===== src/hw/rtl/pno2d_pkg.sv =====
// pno2d_pkg: shared types and constants for the octave noise unit
// no dependencies
`timescale 1ns / 1ps

package pno2d_pkg;

    localparam int PermEntries = 256;
    localparam int PermAw      = $clog2(PermEntries);
    localparam int MaxOctaves  = 16;

    localparam logic [0:0] CfgOctaves = 1'b0;
    localparam logic [0:0] CfgPersist = 1'b1;

    typedef enum logic [4:0] {
        ST_IDLE, ST_RD_X0, ST_RD_X1, ST_RD_A0, ST_RD_A1, ST_RD_B0, ST_RD_B1,
        ST_RD_AA, ST_RD_AB, ST_RD_BA, ST_RD_BB, ST_GRAD,
        ST_FADE, ST_LERP, ST_ACC, ST_DIV, ST_OUT
    } state_t;

endpackage


===== src/hw/rtl/pno2d_mul.sv =====
// pno2d_mul: shared 33x33 signed multiplier with registered product
// depends on pno2d_pkg
`timescale 1ns / 1ps

module pno2d_mul
    import pno2d_pkg::*;
(
    input  logic               aclk,
    input  logic signed [32:0] op_a,
    input  logic signed [32:0] op_b,
    output logic signed [65:0] prod_reg
);

    // one product per cycle, registered
    always_ff @(posedge aclk) begin
        prod_reg <= op_a * op_b;
    end

endmodule


===== config.mk =====
export PLATFORM = sky130hd
export DESIGN_NAME = pno2d_mul
export DESIGN_NICKNAME = d
export VERILOG_FILES = /design/src/hw/rtl/pno2d_pkg.sv /design/src/hw/rtl/pno2d_mul.sv
export SDC_FILE = /design/constraint.sdc
export NUM_CORES = 2
export LEC_CHECK = 0
export ABC_CLOCK_PERIOD_IN_PS = 10600
export BUFFER_PORTS_ARGS = -buffer_cell sky130_fd_sc_hd__buf_2
export CAP_MARGIN = 40
export CORE_MARGIN = 3
export CORE_UTILIZATION = 60
export DETAILED_ROUTE_END_ITERATION = 12
export GPL_TIMING_DRIVEN = 0
export PLACE_DENSITY = 0.75
export SLEW_MARGIN = 40
export SYNTH_ARGS = -nofsm -noshare
export SYNTH_HDL_FRONTEND = slang
export SYNTH_SLANG_ARGS = --single-unit

===== constraint.sdc =====
create_clock -name aclk -period 10.6 [get_ports aclk]
set_clock_uncertainty 0.1 [all_clocks]
set_input_delay 2.12 -clock aclk [delete_from_list [all_inputs] [get_ports aclk]]
set_output_delay 2.12 -clock aclk [all_outputs]
set_load 0.005 [all_outputs]

==> impl_metrics.json <==
{
  "run_status": "complete, no violations",
  "cpPeakStageDelay_ns": 0.71,
  "whs_ns": 2.09,
  "ys_types": 80,
  "cp_max_fo": 10,
  "die_area_mm2": 0.0711,
  "cts.path.max_buffers": 2,
  "fp.dieH_um": 267,
  "route.detailed.wl_per_inst_um": 27.2,
  "cts_tree": "yes",
  "die_x_um": 267,
  "grt_pass1_wl_mm": 216,
  "syn-cell-area_mm2": 0.0407,
  "ys_seq_area_share_pct": 3.24,
  "drv_cap": 0,
  "synth_top_area_share_pct": 56.3,
  "critPathMostFrequentCell": "fa_1",
  "via_per_inst": 5.81,
  "dp_cells": 5336,
  "antenna_found_initial": 14,
  "synth_edf_count": 0,
  "start_util_pct": 61.3,
  "largest_reg_flops": 66,
  "final_core_util_pct": 64.6,
  "setup.worst_path.end_class": "flip-flop",
  "netlist_top_cells_area": "fa_1 56%, inv_1 10%, and2_1 8.6%",
  "synth_largest_area_cell": "fa_1",
  "slew_headroom_pct": 32.9,
  "cp-start-kind": "input pin",
  "fin_cells": 5357,
  "nNetsFinal": 5912,
  "post_dp_cell_area_mm2": 0.0425,
  "setup-violations-final": 0,
  "drtIter0Drc": 3003,
  "path_class": "in2reg",
  "critPathBufInv": 8,
  "cts_buffers": 9,
  "worst-slew-pin-transition_ns": 1.01,
  "hold_path_class": "in2reg",
  "grtUsageTotal_pct": 43.0,
  "async_reset_ff_share_pct": 0,
  "finalCriticalPeriod_ns": 10.41,
  "drt_pre_antenna_iters": 8,
  "critical_path_required_ns": 10.84,
  "synth_area_per_cell_um2": 9.39,
  "cts_sinks": 66,
  "path_clk_slew_ns": 0.07,
  "cp_top_family": "adder cells",
  "yosysWarnings": 0,
  "ys_ff_latch": 66,
  "dpl.hpwl_mm": 127,
  "portBuffers": 132,
  "ant_nets": 0,
  "fmax_ghz": 0.0961,
  "place.gp.congestion": 1.08,
  "totalWireLength_mm": 146,
  "rows": 94,
  "drc_errors": 0,
  "grt_pass1_vias": 33262,
  "h-tree-depth": 3,
  "grt_overflow_total": 0,
  "core_mm2": 0.0665,
  "design_area_mm2": 0.0429,
  "rsz0062_at_grt": "false",
  "grt_max_degree": 27,
  "ioPinCount": 133,
  "slew_violations": 0,
  "timing.final.hold_violations": 0,
  "postCtsHoldBufs": 0,
  "drive_gt1_share_pct": 5.57,
  "slowest_stage": "a21oi_1",
  "vias": 31125,
  "root_buffer": "clkbuf_16",
  "arrival_ns": 10.65,
  "postSynthNetCount": 5767,
  "synth_cells": 4338,
  "area_growth_pct": 5.40,
  "synth_ff_type": "dfxtp_1",
  "post-route-period-util_pct": 98.2,
  "postCtsSetupRepairBufs": 0
}
-- per-layer routing --
| metal | vias to the layer above | global-route usage [%] | part of all wire [%] |
|---|---|---|---|
| met2 | 1857 | 65.6 | 44 |
| met3 | 567 | 10.4 | 10 |
| met4 | 6 | 32.6 | 9.9 |
| met5 | - | 0 | 0.028 |
| met1 | 16064 | 53.5 | 35 |
| li1 | 12631 | - | - |
-- metrics by stage --
step	setup slack, ns	setup TNS (ns)
CTS	0.0312	0
finish	0.193	0
global route	0.0105	0
global placement	-0.937	-9.13
floorplan	1.14	0
detailed placement	-0.351	-1.59
-- final cells by class --
| type | instances | area, um2 |
|---|---|---|
| multi-input cells | 2920 | 34300 |
| fillers | 5644 | 23500 |
| inverters | 1131 | 4250 |
| flip-flops and latches | 66 | 1320 |
| well taps | 864 | 1080 |
| plain buffers | 219 | 902 |
| repair buffers | 136 | 702 |
| clock buffers | 10 | 229 |
| clock inverters | 6 | 115 |
| diodes | 5 | 12.5 |
-- logic make-up (layout without fill, tap and decap cells) --
| group | count (synthesis) | after routing | share of synthesized area [%] |
|---|---|---|---|
| simple gates | 1271 | 1271 | 15.8 |
| buf+inv | 1352 | 1502 | 12.5 |
| other cells | 0 | 5 | 0 |
| fa+ha+maj | 1362 | 1362 | 62.9 |
| flops | 66 | 66 | 3.24 |
| xor+xnor | 68 | 68 | 1.46 |
| compound gates | 219 | 219 | 4.07 |
-- cell usage in the layout, fill, tap and decap left out, drive strengths merged, types with 5 or more instances in the layout --
cell    netlist  routed
nand4        12      12
o21ai        33      33
ha          217     217
and3          6       6
dfxtp        66      66
a211o         6       6
nor2b         5       5
o31ai         7       7
clkbuf      208     216
inv        1131    1131
nand2       551     551
buf          13     149
xor2         25      25
o21bai       11      11
a211oi       11      11
nor3          7       7
a21o         38      38
o21a          6       6
fa         1145    1145
a21oi        61      61
diode         0       5
and2        563     563
and4          5       5
xnor2        43      43
o211ai        5       5
nand2b       12      12
nor2         68      68
a31oi         9       9
nand3        26      26
-- Yosys cell counts (all sizes together), types with 11 or more instances --
cell type and n:
buf 13, a21o 38, xor2 25, nor2 68, and2 563, ha 217
nand4 12, a211oi 11, nand3 26, nand2b 12, a21oi 61, clkbuf 208
o21ai 33, xnor2 43, fa 1145, o21bai 11, dfxtp 66, inv 1131
nand2 551
-- path summary, 6_finish.rpt --
kind                  cells after the start  slack [ns]           end     start
worst min-delay path                      2        2.09   prod_reg[0]   op_a[0]
worst max-delay path                     26        0.19  prod_reg[45]  op_b[18]
-- repair_timing --
action                                  in CTS  in global routing
resized for setup                            0                  5
hold endpoints to repair                     0                  0
endpoints found under the setup margin       0                  6
Power is left out: the tool's default activity adds up to more than one toggle a clock period on the data nets, which glitch-free logic cannot reach.
